`config.mk`:
```
export PLATFORM = sky130hd
export DESIGN_NAME = cpu_load_window_monitor_core_flat
export DESIGN_NICKNAME = d
export VERILOG_FILES = /design/src/rtl/clwm_pkg.sv /design/src/rtl/clwm_if.sv /design/src/rtl/clwm_div.sv /design/src/rtl/clwm_datapath.sv /design/src/rtl/clwm_ctrl.sv /design/src/rtl/cpu_load_window_monitor_core.sv /design/src/flat_wrapper.sv
export SDC_FILE = /design/constraint.sdc
export NUM_CORES = 2
export LEC_CHECK = 0
export BUFFER_PORTS_ARGS = -buffer_cell sky130_fd_sc_hd__buf_4
export CAP_MARGIN = 20
export CORE_MARGIN = 2
export CORE_UTILIZATION = 50
export DETAILED_ROUTE_END_ITERATION = 10
export PLACE_DENSITY = 0.66
export REMOVE_ABC_BUFFERS = 1
export SYNTH_ARGS = -nofsm -noshare
export SYNTH_HDL_FRONTEND = slang
export SYNTH_SLANG_ARGS = --single-unit
export TNS_END_PERCENT = 20
```
`constraint.sdc`:
```
create_clock -name i_clk -period 41.3 [get_ports i_clk]
set_input_delay 8.26 -clock i_clk [delete_from_list [all_inputs] [get_ports i_clk]]
set_output_delay 8.26 -clock i_clk [all_outputs]
set_load 0.02 [all_outputs]
```
`src/rtl/clwm_pkg.sv`:
```
// package: widths, constants, register indexes and shared types of the load monitor
package clwm_pkg;
    localparam int unsigned HistDepthDef = 8;
    localparam int unsigned CfgIdxW = 3;
    localparam logic [CfgIdxW-1:0] CFG_CORE0_WIN = 3'd0;
    localparam logic [CfgIdxW-1:0] CFG_CORE1_WIN = 3'd1;
    localparam logic [CfgIdxW-1:0] CFG_SYS_WIN   = 3'd2;
    localparam logic [CfgIdxW-1:0] CFG_MIN_SAMP  = 3'd3;
    localparam logic [CfgIdxW-1:0] CFG_THRESH    = 3'd4;

    // divider operand selects
    localparam logic [2:0] DIV_LOAD0 = 3'd0;
    localparam logic [2:0] DIV_LOAD1 = 3'd1;
    localparam logic [2:0] DIV_SYS   = 3'd2;
    localparam logic [2:0] DIV_AVG0  = 3'd3;
    localparam logic [2:0] DIV_AVG1  = 3'd4;
    localparam logic [2:0] DIV_AVGS  = 3'd5;
    localparam logic [2:0] DIV_HIST  = 3'd6;

    typedef struct packed {
        logic [31:0] total_run_time;
        logic [31:0] idle_count_core0;
        logic [31:0] idle_count_core1;
        logic [1:0]  idle_found;
        logic [31:0] time_ms;
    } t_in_item;

    typedef struct packed {
        logic [6:0] c0_load_pct;
        logic [6:0] c1_load_pct;
        logic [6:0] sys_load_pct;
        logic       core0_window_done;
        logic       core1_window_done;
        logic       system_window_done;
        logic [6:0] core0_history_avg;
        logic [6:0] core1_history_avg;
        logic [6:0] system_history_avg;
        logic       core0_overload;
        logic       core1_overload;
        logic       system_overload;
    } t_out_item;

    // datapath commands
    typedef struct packed {
        logic load_item;   // capture item, compute deltas
        logic div_start;   // start a division
        logic [2:0] div_sel; // load, window average or history average operands
        logic [1:0] chan;  // channel for close/hist ops
        logic acc;         // accumulate load samples
        logic close;       // window close check for chan
        logic hist_step;   // add one history entry for chan
        logic hist_clr;    // clear history sum
        logic hist_avg;    // latch history average (after div)
        logic finish;      // commit prev_total
    } t_cmd;

    typedef struct packed {
        logic div_busy;
        logic baseline;
        logic delta_zero;
        logic close_due;
        logic [7:0] hist_n;
    } t_stat;
endpackage

```
`src/rtl/clwm_if.sv`:
```
// valid/ready channel interfaces for items and configuration writes
interface clwm_in_if;
    import clwm_pkg::*;
    logic valid;
    logic ready;
    t_in_item data;
    modport source(output valid, output data, input ready);
    modport sink(input valid, input data, output ready);
endinterface

interface clwm_out_if;
    import clwm_pkg::*;
    logic valid;
    logic ready;
    t_out_item data;
    modport source(output valid, output data, input ready);
    modport sink(input valid, input data, output ready);
endinterface

interface clwm_cfg_if;
    import clwm_pkg::*;
    logic valid;
    logic ready;
    logic [CfgIdxW-1:0] index;
    logic [31:0] wdata;
    modport source(output valid, output index, output wdata, input ready);
    modport sink(input valid, input index, input wdata, output ready);
endinterface

```
`src/rtl/clwm_div.sv`:
```
// iterative restoring divider, one quotient bit per cycle
module clwm_div (
    input  logic        i_clk,
    input  logic        i_rst_n,
    input  logic        i_start,
    input  logic [39:0] i_num,
    input  logic [33:0] i_den,
    output logic        o_busy,
    output logic [39:0] o_quo
);
    logic [39:0] r_q, n_q;
    logic [33:0] r_rem, n_rem;
    logic [33:0] r_den;
    logic [5:0]  r_cnt;
    logic        r_busy;
    logic [34:0] w_trial;

    assign w_trial = {r_rem, r_q[39]} - {1'b0, r_den};
    always_comb begin
        n_q = {r_q[38:0], 1'b0};
        n_rem = {r_rem[32:0], r_q[39]};
        if (!w_trial[34]) begin
            n_rem = w_trial[33:0];
            n_q[0] = 1'b1;
        end
    end

    always_ff @(posedge i_clk) begin
        if (!i_rst_n) begin
            r_busy <= 1'b0;
            r_cnt <= '0;
        end else if (i_start) begin
            r_busy <= 1'b1;
            r_cnt <= 6'd40;
        end else if (r_busy) begin
            r_cnt <= r_cnt - 6'd1;
            if (r_cnt == 6'd1) r_busy <= 1'b0;
        end
    end

    always_ff @(posedge i_clk) begin
        if (i_start) begin
            r_q <= i_num;
            r_rem <= '0;
            r_den <= i_den;
        end else if (r_busy) begin
            r_q <= n_q;
            r_rem <= n_rem;
        end
    end

    assign o_busy = r_busy;
    assign o_quo = r_q;
endmodule

```
`src/rtl/clwm_datapath.sv`:
```
// datapath: counters, window accumulators, history memory and result register
module clwm_datapath #(
    parameter int unsigned HISTORY_DEPTH = clwm_pkg::HistDepthDef
) (
    input  logic                i_clk,
    input  logic                i_rst_n,
    input  clwm_pkg::t_cmd      i_cmd,
    input  clwm_pkg::t_in_item  i_item,
    input  logic                i_cfg_we,
    input  logic [clwm_pkg::CfgIdxW-1:0] i_cfg_idx,
    input  logic [31:0]         i_cfg_data,
    output clwm_pkg::t_stat     o_stat,
    output clwm_pkg::t_out_item o_res
);
    import clwm_pkg::*;
    localparam int unsigned PW = (HISTORY_DEPTH > 1) ? $clog2(HISTORY_DEPTH) : 1;
    localparam int unsigned NW = $clog2(HISTORY_DEPTH + 1);
    localparam int unsigned HW = $clog2(3 * HISTORY_DEPTH);

    logic [31:0] r_win [3];
    logic [15:0] r_min_samp;
    logic [6:0]  r_thresh;
    logic        r_base_pend;
    logic [31:0] r_prev_total;
    logic [31:0] r_prev_idle [2];
    logic [31:0] r_sum [3];
    logic [31:0] r_cnt [3];
    logic [31:0] r_start [3];
    logic [6:0]  r_now [3];
    logic [2:0]  r_done;
    logic [PW-1:0] r_ptr [3];
    logic [2:0]  r_full;
    logic [6:0]  r_hist [3*HISTORY_DEPTH];
    logic [6:0]  r_havg [3];
    logic [14:0] r_hsum;
    logic [PW-1:0] r_hidx;
    logic [31:0] r_delta;
    logic [31:0] r_id [2];
    logic [32:0] r_isum;
    logic [31:0] r_time;
    logic [31:0] r_total;

    logic        w_busy;
    logic [39:0] w_quo;
    logic [39:0] w_num;
    logic [33:0] w_den;
    logic [31:0] w_idle [2];
    logic [31:0] w_id [2];
    logic [1:0]  w_ch;
    logic [31:0] w_dur;
    logic [6:0]  w_cap;
    logic [NW-1:0] w_n [3];
    logic [33:0] w_poss;
    logic [33:0] w_idl;
    logic [HW-1:0] w_widx;
    logic [HW-1:0] w_ridx;

    assign w_ch = (i_cmd.chan == 2'd3) ? 2'd2 : i_cmd.chan;
    assign w_idle[0] = i_item.idle_found[0] ? i_item.idle_count_core0 : 32'd0;
    assign w_idle[1] = i_item.idle_found[1] ? i_item.idle_count_core1 : 32'd0;
    assign w_id[0] = w_idle[0] - r_prev_idle[0];
    assign w_id[1] = w_idle[1] - r_prev_idle[1];
    assign w_poss = {1'b0, r_delta, 1'b0};
    assign w_idl = ({1'b0, r_isum} > w_poss) ? w_poss : {1'b0, r_isum};
    assign w_widx = HW'(32'(w_ch) * HISTORY_DEPTH + 32'(r_ptr[w_ch]));
    assign w_ridx = HW'(32'(w_ch) * HISTORY_DEPTH + 32'(r_hidx));

    for (genvar g = 0; g < 3; g++) begin : g_n
        assign w_n[g] = r_full[g] ? NW'(HISTORY_DEPTH) : NW'(r_ptr[g]);
    end

    // numerator and divisor for the shared divider
    always_comb begin
        w_num = '0;
        w_den = 34'd1;
        case (i_cmd.div_sel)
            DIV_LOAD0, DIV_LOAD1: begin
                w_num = ((r_id[i_cmd.div_sel[0]] <= r_delta) ?
                    40'(r_delta - r_id[i_cmd.div_sel[0]]) : 40'd0) * 40'd100;
                w_den = {2'b0, r_delta};
            end
            DIV_SYS: begin
                w_num = 40'(w_poss - w_idl) * 40'd100;
                w_den = w_poss;
            end
            DIV_AVG0, DIV_AVG1, DIV_AVGS: begin
                w_num = {8'd0, r_sum[w_ch]};
                w_den = {2'b0, r_cnt[w_ch]};
            end
            DIV_HIST: begin
                w_num = {25'd0, r_hsum};
                w_den = {{(34-NW){1'b0}}, w_n[w_ch]};
            end
            default: begin
                w_num = '0;
                w_den = 34'd1;
            end
        endcase
    end

    clwm_div u_div (
        .i_clk(i_clk), .i_rst_n(i_rst_n), .i_start(i_cmd.div_start),
        .i_num(w_num), .i_den(w_den), .o_busy(w_busy), .o_quo(w_quo)
    );

    assign w_dur = r_time - r_start[w_ch];
    assign w_cap = (w_quo > 40'd100) ? 7'd100 : w_quo[6:0];

    // configuration
    always_ff @(posedge i_clk) begin
        if (!i_rst_n) begin
            r_win[0] <= 32'd600;
            r_win[1] <= 32'd50;
            r_win[2] <= 32'd600;
            r_min_samp <= 16'd1;
            r_thresh <= 7'd80;
        end else if (i_cfg_we) begin
            case (i_cfg_idx)
                CFG_CORE0_WIN: r_win[0] <= i_cfg_data;
                CFG_CORE1_WIN: r_win[1] <= i_cfg_data;
                CFG_SYS_WIN:   r_win[2] <= i_cfg_data;
                CFG_MIN_SAMP:  r_min_samp <= i_cfg_data[15:0];
                CFG_THRESH:    r_thresh <= i_cfg_data[6:0];
                default: ;
            endcase
        end
    end

    always_ff @(posedge i_clk) begin
        if (!i_rst_n) begin
            r_base_pend <= 1'b1;
            r_prev_total <= '0;
            r_done <= '0;
            r_full <= '0;
            for (int k = 0; k < 3; k++) begin
                r_sum[k] <= '0;
                r_cnt[k] <= '0;
                r_start[k] <= '0;
                r_now[k] <= '0;
                r_ptr[k] <= '0;
                r_havg[k] <= '0;
            end
            for (int k = 0; k < 2; k++) r_prev_idle[k] <= '0;
            for (int k = 0; k < 3*HISTORY_DEPTH; k++) r_hist[k] <= '0;
        end else begin
            if (i_cmd.load_item) begin
                r_total <= i_item.total_run_time;
                r_time <= i_item.time_ms;
                r_delta <= i_item.total_run_time - r_prev_total;
                if (o_stat.baseline) begin
                    if (i_item.idle_found[0]) r_prev_idle[0] <= i_item.idle_count_core0;
                    if (i_item.idle_found[1]) r_prev_idle[1] <= i_item.idle_count_core1;
                    r_base_pend <= 1'b0;
                end else begin
                    r_id[0] <= w_id[0];
                    r_id[1] <= w_id[1];
                    r_isum <= {1'b0, w_id[0]} + {1'b0, w_id[1]};
                    r_prev_idle[0] <= w_idle[0];
                    r_prev_idle[1] <= w_idle[1];
                end
            end
            if (i_cmd.acc) begin
                r_sum[w_ch] <= r_sum[w_ch] + w_quo[31:0];
                r_cnt[w_ch] <= r_cnt[w_ch] + 32'd1;
            end
            if (i_cmd.close) begin
                r_now[w_ch] <= w_cap;
                r_done[w_ch] <= 1'b1;
                r_sum[w_ch] <= '0;
                r_cnt[w_ch] <= '0;
                r_start[w_ch] <= r_time;
                r_hist[w_widx] <= w_cap;
                if (32'(r_ptr[w_ch]) == HISTORY_DEPTH - 1) begin
                    r_ptr[w_ch] <= '0;
                    r_full[w_ch] <= 1'b1;
                end else begin
                    r_ptr[w_ch] <= r_ptr[w_ch] + PW'(1);
                end
            end
            if (i_cmd.hist_avg)
                r_havg[w_ch] <= (w_n[w_ch] == '0) ? 7'd0 : w_quo[6:0];
            if (i_cmd.finish) r_prev_total <= r_total;
        end
    end

    // history summation, one entry per step
    always_ff @(posedge i_clk) begin
        if (i_cmd.hist_clr) begin
            r_hsum <= '0;
            r_hidx <= '0;
        end else if (i_cmd.hist_step) begin
            r_hsum <= r_hsum + 15'(r_hist[w_ridx]);
            r_hidx <= (32'(r_hidx) == HISTORY_DEPTH - 1) ? '0 : r_hidx + PW'(1);
        end
    end

    assign o_stat.div_busy = w_busy;
    assign o_stat.baseline = r_base_pend || (r_prev_total == 32'd0);
    assign o_stat.delta_zero = (r_delta == 32'd0);
    assign o_stat.close_due = (w_dur >= r_win[w_ch]) && (r_cnt[w_ch] != 32'd0) &&
        (r_cnt[w_ch] >= {16'd0, r_min_samp});
    assign o_stat.hist_n = 8'(w_n[w_ch]);

    assign o_res.c0_load_pct = r_now[0];
    assign o_res.c1_load_pct = r_now[1];
    assign o_res.sys_load_pct = r_now[2];
    assign o_res.core0_window_done = r_done[0];
    assign o_res.core1_window_done = r_done[1];
    assign o_res.system_window_done = r_done[2];
    assign o_res.core0_history_avg = r_havg[0];
    assign o_res.core1_history_avg = r_havg[1];
    assign o_res.system_history_avg = r_havg[2];
    assign o_res.core0_overload = r_havg[0] >= r_thresh;
    assign o_res.core1_overload = r_havg[1] >= r_thresh;
    assign o_res.system_overload = r_havg[2] >= r_thresh;
endmodule

```
`src/rtl/clwm_ctrl.sv`:
```
// controller: sequences load, divide, window close and history steps per item
module clwm_ctrl (
    input  logic            i_clk,
    input  logic            i_rst_n,
    input  logic            i_in_valid,
    output logic            o_in_ready,
    output logic            o_out_valid,
    input  logic            i_out_ready,
    input  clwm_pkg::t_stat i_stat,
    output clwm_pkg::t_cmd  o_cmd
);
    import clwm_pkg::*;
    localparam logic [3:0] S_IDLE  = 4'd0;
    localparam logic [3:0] S_LOAD  = 4'd1;
    localparam logic [3:0] S_SDIV  = 4'd2;
    localparam logic [3:0] S_WDIV  = 4'd3;
    localparam logic [3:0] S_ACC   = 4'd4;
    localparam logic [3:0] S_CHK   = 4'd5;
    localparam logic [3:0] S_CWAIT = 4'd6;
    localparam logic [3:0] S_CLOSE = 4'd7;
    localparam logic [3:0] S_HSUM  = 4'd8;
    localparam logic [3:0] S_HDIV  = 4'd9;
    localparam logic [3:0] S_HWAIT = 4'd10;
    localparam logic [3:0] S_DONE  = 4'd11;
    localparam logic [3:0] S_OUT   = 4'd12;

    logic [3:0] r_st, n_st;
    logic [1:0] r_ch, n_ch;
    logic [7:0] r_k, n_k;
    logic       r_base, n_base;

    always_comb begin
        n_st = r_st;
        n_ch = r_ch;
        n_k = r_k;
        n_base = r_base;
        o_cmd = '0;
        o_cmd.chan = r_ch;
        o_in_ready = 1'b0;
        o_out_valid = 1'b0;
        case (r_st)
            S_IDLE: begin
                o_in_ready = 1'b1;
                if (i_in_valid) begin
                    o_cmd.load_item = 1'b1;
                    n_base = i_stat.baseline;
                    n_ch = 2'd0;
                    n_st = S_LOAD;
                end
            end
            S_LOAD: begin
                if (r_base) begin
                    n_ch = 2'd0;
                    n_st = S_HSUM;
                    o_cmd.hist_clr = 1'b1;
                    n_k = '0;
                end else if (i_stat.delta_zero) begin
                    n_st = S_CHK;
                end else begin
                    n_st = S_SDIV;
                end
            end
            S_SDIV: begin
                o_cmd.div_start = 1'b1;
                o_cmd.div_sel = DIV_LOAD0 + {1'b0, r_ch};
                n_st = S_WDIV;
            end
            S_WDIV: if (!i_stat.div_busy) n_st = S_ACC;
            S_ACC: begin
                o_cmd.acc = 1'b1;
                n_st = S_CHK;
            end
            S_CHK: begin
                if (i_stat.close_due) begin
                    o_cmd.div_start = 1'b1;
                    o_cmd.div_sel = DIV_AVG0 + {1'b0, r_ch};
                    n_st = S_CWAIT;
                end else if (r_ch == 2'd2) begin
                    n_ch = 2'd0;
                    o_cmd.hist_clr = 1'b1;
                    n_st = S_HSUM;
                end else begin
                    n_ch = r_ch + 2'd1;
                    n_st = i_stat.delta_zero ? S_CHK : S_SDIV;
                end
            end
            S_CWAIT: if (!i_stat.div_busy) n_st = S_CLOSE;
            S_CLOSE: begin
                o_cmd.close = 1'b1;
                if (r_ch == 2'd2) begin
                    n_ch = 2'd0;
                    o_cmd.hist_clr = 1'b1;
                    n_st = S_HSUM;
                end else begin
                    n_ch = r_ch + 2'd1;
                    n_st = i_stat.delta_zero ? S_CHK : S_SDIV;
                end
            end
            S_HSUM: begin
                if (r_k == i_stat.hist_n) begin
                    n_st = S_HDIV;
                end else begin
                    o_cmd.hist_step = 1'b1;
                    n_k = r_k + 8'd1;
                end
            end
            S_HDIV: begin
                o_cmd.div_start = 1'b1;
                o_cmd.div_sel = DIV_HIST;
                n_st = S_HWAIT;
            end
            S_HWAIT: begin
                if (!i_stat.div_busy) begin
                    o_cmd.hist_avg = 1'b1;
                    n_k = '0;
                    if (r_ch == 2'd2) begin
                        n_st = S_DONE;
                    end else begin
                        n_ch = r_ch + 2'd1;
                        o_cmd.hist_clr = 1'b1;
                        n_st = S_HSUM;
                    end
                end
            end
            S_DONE: begin
                o_cmd.finish = 1'b1;
                n_st = S_OUT;
            end
            S_OUT: begin
                o_out_valid = 1'b1;
                if (i_out_ready) n_st = S_IDLE;
            end
            default: n_st = S_IDLE;
        endcase
    end

    always_ff @(posedge i_clk) begin
        if (!i_rst_n) begin
            r_st <= S_IDLE;
            r_ch <= '0;
            r_k <= '0;
            r_base <= 1'b0;
        end else begin
            r_st <= n_st;
            r_ch <= n_ch;
            r_k <= n_k;
            r_base <= n_base;
        end
    end

    a_one_side: assert property (@(posedge i_clk) disable iff (!i_rst_n)
        !(o_in_ready && o_out_valid)) else $error("ready and valid together");
    a_div_idle: assert property (@(posedge i_clk) disable iff (!i_rst_n)
        o_cmd.div_start |-> !i_stat.div_busy) else $error("divider restarted");
    a_close_ok: assert property (@(posedge i_clk) disable iff (!i_rst_n)
        o_cmd.close |-> $past(i_stat.close_due, 2) || r_st == S_CLOSE)
        else $error("close without due window");
endmodule

```
`src/rtl/cpu_load_window_monitor_core.sv`:
```
// top level of the cpu load window monitor
// channel   dir  handshake      payload
// in_ch     in   valid/ready    counters, idle mask, time
// out_ch    out  valid/ready    loads, done flags, history averages, overload flags
// cfg_ch    in   valid/ready    register index, write data
// one item at a time; each item uses the shared divider up to nine times,
// plus history summation
// reset is synchronous and active low; no clearing pass
// input ready is low from acceptance until the result is taken
// configuration writes are always taken
module cpu_load_window_monitor_core #(
    parameter int unsigned HISTORY_DEPTH = clwm_pkg::HistDepthDef
) (
    input  logic i_clk,
    input  logic i_rst_n,
    clwm_in_if.sink    in_ch,
    clwm_out_if.source out_ch,
    clwm_cfg_if.sink   cfg_ch
);
    import clwm_pkg::*;
    t_cmd  w_cmd;
    t_stat w_stat;

    assign cfg_ch.ready = 1'b1;

    clwm_ctrl u_ctrl (
        .i_clk(i_clk), .i_rst_n(i_rst_n),
        .i_in_valid(in_ch.valid), .o_in_ready(in_ch.ready),
        .o_out_valid(out_ch.valid), .i_out_ready(out_ch.ready),
        .i_stat(w_stat), .o_cmd(w_cmd)
    );

    clwm_datapath #(.HISTORY_DEPTH(HISTORY_DEPTH)) u_dp (
        .i_clk(i_clk), .i_rst_n(i_rst_n), .i_cmd(w_cmd), .i_item(in_ch.data),
        .i_cfg_we(cfg_ch.valid), .i_cfg_idx(cfg_ch.index),
        .i_cfg_data(cfg_ch.wdata), .o_stat(w_stat), .o_res(out_ch.data)
    );
endmodule

```
`src/flat_wrapper.sv`:
```
// flat-port wrapper written by rule: the top's interface ports become plain ports
module cpu_load_window_monitor_core_flat import clwm_pkg::*;
#(
    parameter int unsigned HISTORY_DEPTH = clwm_pkg::HistDepthDef
)
  (i_clk, i_rst_n, in_ch_valid, in_ch_data, in_ch_ready, out_ch_valid, out_ch_data, out_ch_ready, cfg_ch_valid, cfg_ch_index, cfg_ch_wdata, cfg_ch_ready);
  clwm_in_if in_ch_i ();
  clwm_out_if out_ch_i ();
  clwm_cfg_if cfg_ch_i ();
  input  logic i_clk;
  input  logic i_rst_n;
  input wire logic [$bits(in_ch_i.valid)-1:0] in_ch_valid;
  input wire logic [$bits(in_ch_i.data)-1:0] in_ch_data;
  output wire logic [$bits(in_ch_i.ready)-1:0] in_ch_ready;
  output wire logic [$bits(out_ch_i.valid)-1:0] out_ch_valid;
  output wire logic [$bits(out_ch_i.data)-1:0] out_ch_data;
  input wire logic [$bits(out_ch_i.ready)-1:0] out_ch_ready;
  input wire logic [$bits(cfg_ch_i.valid)-1:0] cfg_ch_valid;
  input wire logic [$bits(cfg_ch_i.index)-1:0] cfg_ch_index;
  input wire logic [$bits(cfg_ch_i.wdata)-1:0] cfg_ch_wdata;
  output wire logic [$bits(cfg_ch_i.ready)-1:0] cfg_ch_ready;
  assign in_ch_i.valid = in_ch_valid;
  assign in_ch_i.data = in_ch_data;
  assign in_ch_ready = in_ch_i.ready;
  assign out_ch_valid = out_ch_i.valid;
  assign out_ch_data = out_ch_i.data;
  assign out_ch_i.ready = out_ch_ready;
  assign cfg_ch_i.valid = cfg_ch_valid;
  assign cfg_ch_i.index = cfg_ch_index;
  assign cfg_ch_i.wdata = cfg_ch_wdata;
  assign cfg_ch_ready = cfg_ch_i.ready;
  cpu_load_window_monitor_core #(.HISTORY_DEPTH(HISTORY_DEPTH)) u_core (.i_clk(i_clk), .i_rst_n(i_rst_n), .in_ch(in_ch_i), .out_ch(out_ch_i), .cfg_ch(cfg_ch_i));
endmodule
```
==> flow_metrics.py <==
metrics = {
    "setup_path": {
        "cp_data_required_time_ns": 41.82,
        "endpoint_kind": "register",
        "critPathTopFamily": "compound AO/OA/AOI/OAI gates",
        "critPathMaxFanout": 27,
        "crit_top_cell": "ha_1",
        "slowest_stage": "dfxtp_1",
        "path_class": "reg -> reg",
        "rr_startpoint": "u_core.u_ctrl.r_ch[0]$_SDFFE_PN0P_",
        "r2r_cells": 56,
        "path_buf_inv": 7,
        "cp-start-kind": "register",
        "slowest_delay_ns": 0.60,
        "reg2reg_to": "u_core.u_dp.u_div.o_quo[39]$_DFFE_PP_",
        "r2r_setup_slack_ns": 26.40,
        "cp.arrival_ns": 15.42,
    },
    "drt": {
        "drt_iter0_markers": 4820,
        "via_per_inst": 5.83,
        "wl_mm": 203,
        "drc": 0,
        "vias": 54248,
        "post_drt_wl_per_cell_um": 21.9,
        "dr.pass1.iters": 6,
        "antenna_left": 0,
    },
    "placement": {
        "portBuffers": 219,
        "gp_routability_congestion": 0.954,
        "place_hpwl_mm": 150,
    },
    "sta": {
        "period_needed_ns": 14.90,
        "setup-tns-final_ns": 0,
        "setup_violations": 0,
        "drv_slew": 0,
        "maxSlewHeadroom": 0.288,
        "clock_skew_ns": 0.0542,
        "layout_worst_path_cycle_share": 0.361,
        "worst_slew_pin_slew_ns": 1.06,
        "timing.final.hold_violations": 0,
        "timing.fmax_mhz": 67.1,
        "rsz0062_at_grt": "no",
    },
    "yosys": {
        "synth-main-ff-cell": "edfxtp_1",
        "netlist_area_sq_um": 75000,
        "synthDistinctLibCells": 96,
        "yosysSeqAreaShare": 0.472,
        "synthTopCellsByArea": "edfxtp_1, ha_1, mux4_2, nor2_1, dfxtp_1",
        "yosys.area.top_type": "edfxtp_1",
        "synthCells": 6968,
        "synthArstFlopShare": 0,
        "synth_top_area_frac": 0.436,
        "avgSynthCellArea_sq_um": 10.8,
        "synth_common_cells": "edfxtp_1, nor2_1, inv_1",
        "synth_edf_count": 1088,
        "yosysWarnings": 0,
        "synthMostInstantiatedCell": "edfxtp_1",
        "synth_seq_cells": 1224,
    },
    "clock_network": {
        "cts-hold-fix-buffers": 0,
        "clk_latency_ns": 0.80,
        "clock-sinks": 1224,
        "cts_buffer_depth": 3,
        "numCtsBuffers": 138,
        "clk_pin_slew_ns": 0.06,
        "cts_root_buffer": "clkbuf_16",
        "cts_setup_buffers": 0,
        "cts_max_level": 4,
        "ctsResizeCount": 0,
        "tritoncts": "built",
    },
    "power": {
        "powerDensity_nw_per_um2": 79.2,
        "p_clk_frac": 0.188,
        "vdd_drop_max_uv": 81.2,
        "swShare": 0.437,
        "pwr-share-seq": 0.250,
        "power_frac_comb": 0.562,
        "leakage_nw": 34.3,
        "power.internal_mw": 3.73,
        "p_switching_mw": 2.90,
    },
    "floorplanning": {
        "core-area_sq_um": 149000,
        "row_count": 142,
        "io_pins": 221,
        "start_util": 0.502,
        "die_h_um": 391,
        "die_x_um": 391,
        "die_area_sq_um": 153000,
    },
    "flow_run": {
        "cap_viol_max_count": 0,
    },
    "cells_and_area": {
        "fill_cells": 12648,
        "final_util": 0.560,
        "fin_nets": 8019,
        "layout-drive-gt1-share": 0.106,
        "syn2layout_area_growth_pct": 11.7,
    },
    "worst_hold_path": {
        "holdPathStages": 2,
        "min_path_type": "reg -> reg",
        "hold_end": "u_core.u_dp.r_base_pend$_SDFFE_PN1P_",
        "min_from": "u_core.u_dp.r_base_pend$_SDFFE_PN1P_",
    },
    "grt": {
        "grt_first_pass_wirelength_mm": 308,
        "antenna_found_initial": 3,
        "grt_max_degree": 113,
        "overflow": 0,
        "grt_pass1_vias": 52366,
        "gr-usage-all-layers": 0.262,
    },
    "outcome": {
        "outcome": "finished, final reports clean",
    },
}
-- tightest hold or removal path, stage by stage (launching register included) --
cell     delay, ns
dfxtp_1       0.30
nand2_1       0.05
nand2_1       0.04
-- state kept, by name (all words and copies together) (netlist names), 33 cells and up --
| register | cells |
|---|---|
| u_core.u_dp.r_id | 64 |
| u_core.u_dp.u_div.r_den | 33 |
| u_core.u_dp.r_isum | 33 |
| u_core.u_dp.r_cnt | 128 |
| u_core.u_dp.u_div.o_quo | 40 |
| u_core.u_dp.u_div.r_rem | 34 |
| u_core.u_dp.r_sum | 128 |
| u_core.u_dp.r_start | 128 |
| u_core.u_dp.r_prev_idle | 64 |
| u_core.u_dp.r_hist | 224 |
| u_core.u_dp.r_win | 96 |
-- per-stage QoR --
stage,instances,power [mW],cell area (sq um),hold WS [ns],worst slack [ns]
detailed placement,9040,5.34,79000,0.438,26.63
floorplan,6721,4.36,74000,0.417,20.65
global route,9297,7.10,83700,0.481,25.49
global placement,9039,5.29,79000,0.431,26.90
finish,9299,6.63,83700,0.443,26.40
CTS,9291,6.61,83700,0.447,26.53
-- final cells by class --
cell class,instances,area [sq um],area share
multi-input cells,4842,36300,0.434
flip-flops and latches,1224,35400,0.423
clock buffers,175,3660,0.0437
well taps,2016,2520,0.0301
inverters,655,2460,0.0294
repair buffers,307,2380,0.0284
clock inverters,76,968,0.0116
diodes,4,10.0,0.000120
-- worst max-delay path by stage --
stage	from	to	slack [ns]	cells after the start
3_5_place_dp	u_core.u_ctrl.r_ch[0]$_SDFFE_PN0P_	u_core.u_dp.u_div.o_quo[39]$_DFFE_PP_	26.63	56
3_3_place_gp	u_core.u_ctrl.r_ch[0]$_SDFFE_PN0P_	u_core.u_dp.u_div.o_quo[39]$_DFFE_PP_	26.90	56
4_1_cts	u_core.u_ctrl.r_ch[0]$_SDFFE_PN0P_	u_core.u_dp.u_div.o_quo[39]$_DFFE_PP_	26.53	56
2_1_floorplan	u_core.u_ctrl.r_ch[0]$_SDFFE_PN0P_	u_core.u_dp.u_div.o_quo[39]$_DFFE_PP_	20.65	55
6_report	u_core.u_ctrl.r_ch[0]$_SDFFE_PN0P_	u_core.u_dp.u_div.o_quo[39]$_DFFE_PP_	26.40	56
5_1_grt	u_core.u_ctrl.r_ch[0]$_SDFFE_PN0P_	u_core.u_dp.u_div.o_quo[39]$_DFFE_PP_	25.49	54
-- metal layers --
layer | track usage | routed length [um]
met1 | 0.353 | 85100
met4 | 0.0899 | 7080
met2 | 0.429 | 96100
met5 | 0 | 19
met3 | 0.0420 | 14900
-- placed cells by master (no fill, tap or decap), types with 24 or more instances in the layout --
cell | Yosys | layout
xnor2_1 | 228 | 228
mux4_2 | 170 | 170
clkbuf_16 | 0 | 138
nand2b_1 | 85 | 85
ha_1 | 606 | 603
nand3_1 | 96 | 96
o21a_1 | 81 | 81
a21oi_1 | 408 | 408
inv_1 | 654 | 652
nor3_1 | 66 | 65
or3_1 | 31 | 31
clkbuf_1 | 182 | 30
a22oi_1 | 41 | 41
buf_4 | 9 | 300
o211ai_1 | 24 | 24
o21ai_0 | 223 | 220
mux2i_1 | 116 | 116
nor4_1 | 56 | 53
and2_1 | 180 | 179
dfxtp_1 | 136 | 133
a21o_1 | 160 | 160
a21boi_0 | 60 | 60
nand2_1 | 503 | 492
a31oi_1 | 38 | 38
fa_1 | 75 | 75
and3_1 | 164 | 163
nor2b_1 | 80 | 80
edfxtp_1 | 1088 | 1088
o21bai_1 | 38 | 38
nor2_1 | 810 | 803
nand4_1 | 40 | 40
a211oi_1 | 55 | 55
xor2_1 | 124 | 124
-- logic make-up (layout without fill, tap and decap cells) --
kind of cell / after synthesis / after routing / share of synthesized area
xor+xnor: 354 / 354 / 0.0416
flops: 1224 / 1224 / 0.472
buf+inv: 902 / 1213 / 0.0462
other cells: 1 / 5 / 0.0000500
compound gates: 1347 / 1347 / 0.117
mux: 289 / 289 / 0.0670
fa+ha+maj: 681 / 681 / 0.121
simple gates: 2170 / 2170 / 0.135
-- power groups by stage --
stage          clock [mW]  sequential [mW]  combinational (mW)
2_1_floorplan           0             1.65                2.71
6_report             1.25             1.66                3.73
4_1_cts              1.27             1.65                3.69
3_3_place_gp            0             1.68                3.61
3_5_place_dp            0             1.68                3.66
5_1_grt              1.32             1.67                4.12
No activity file was read; power rests on OpenSTA's default activity.
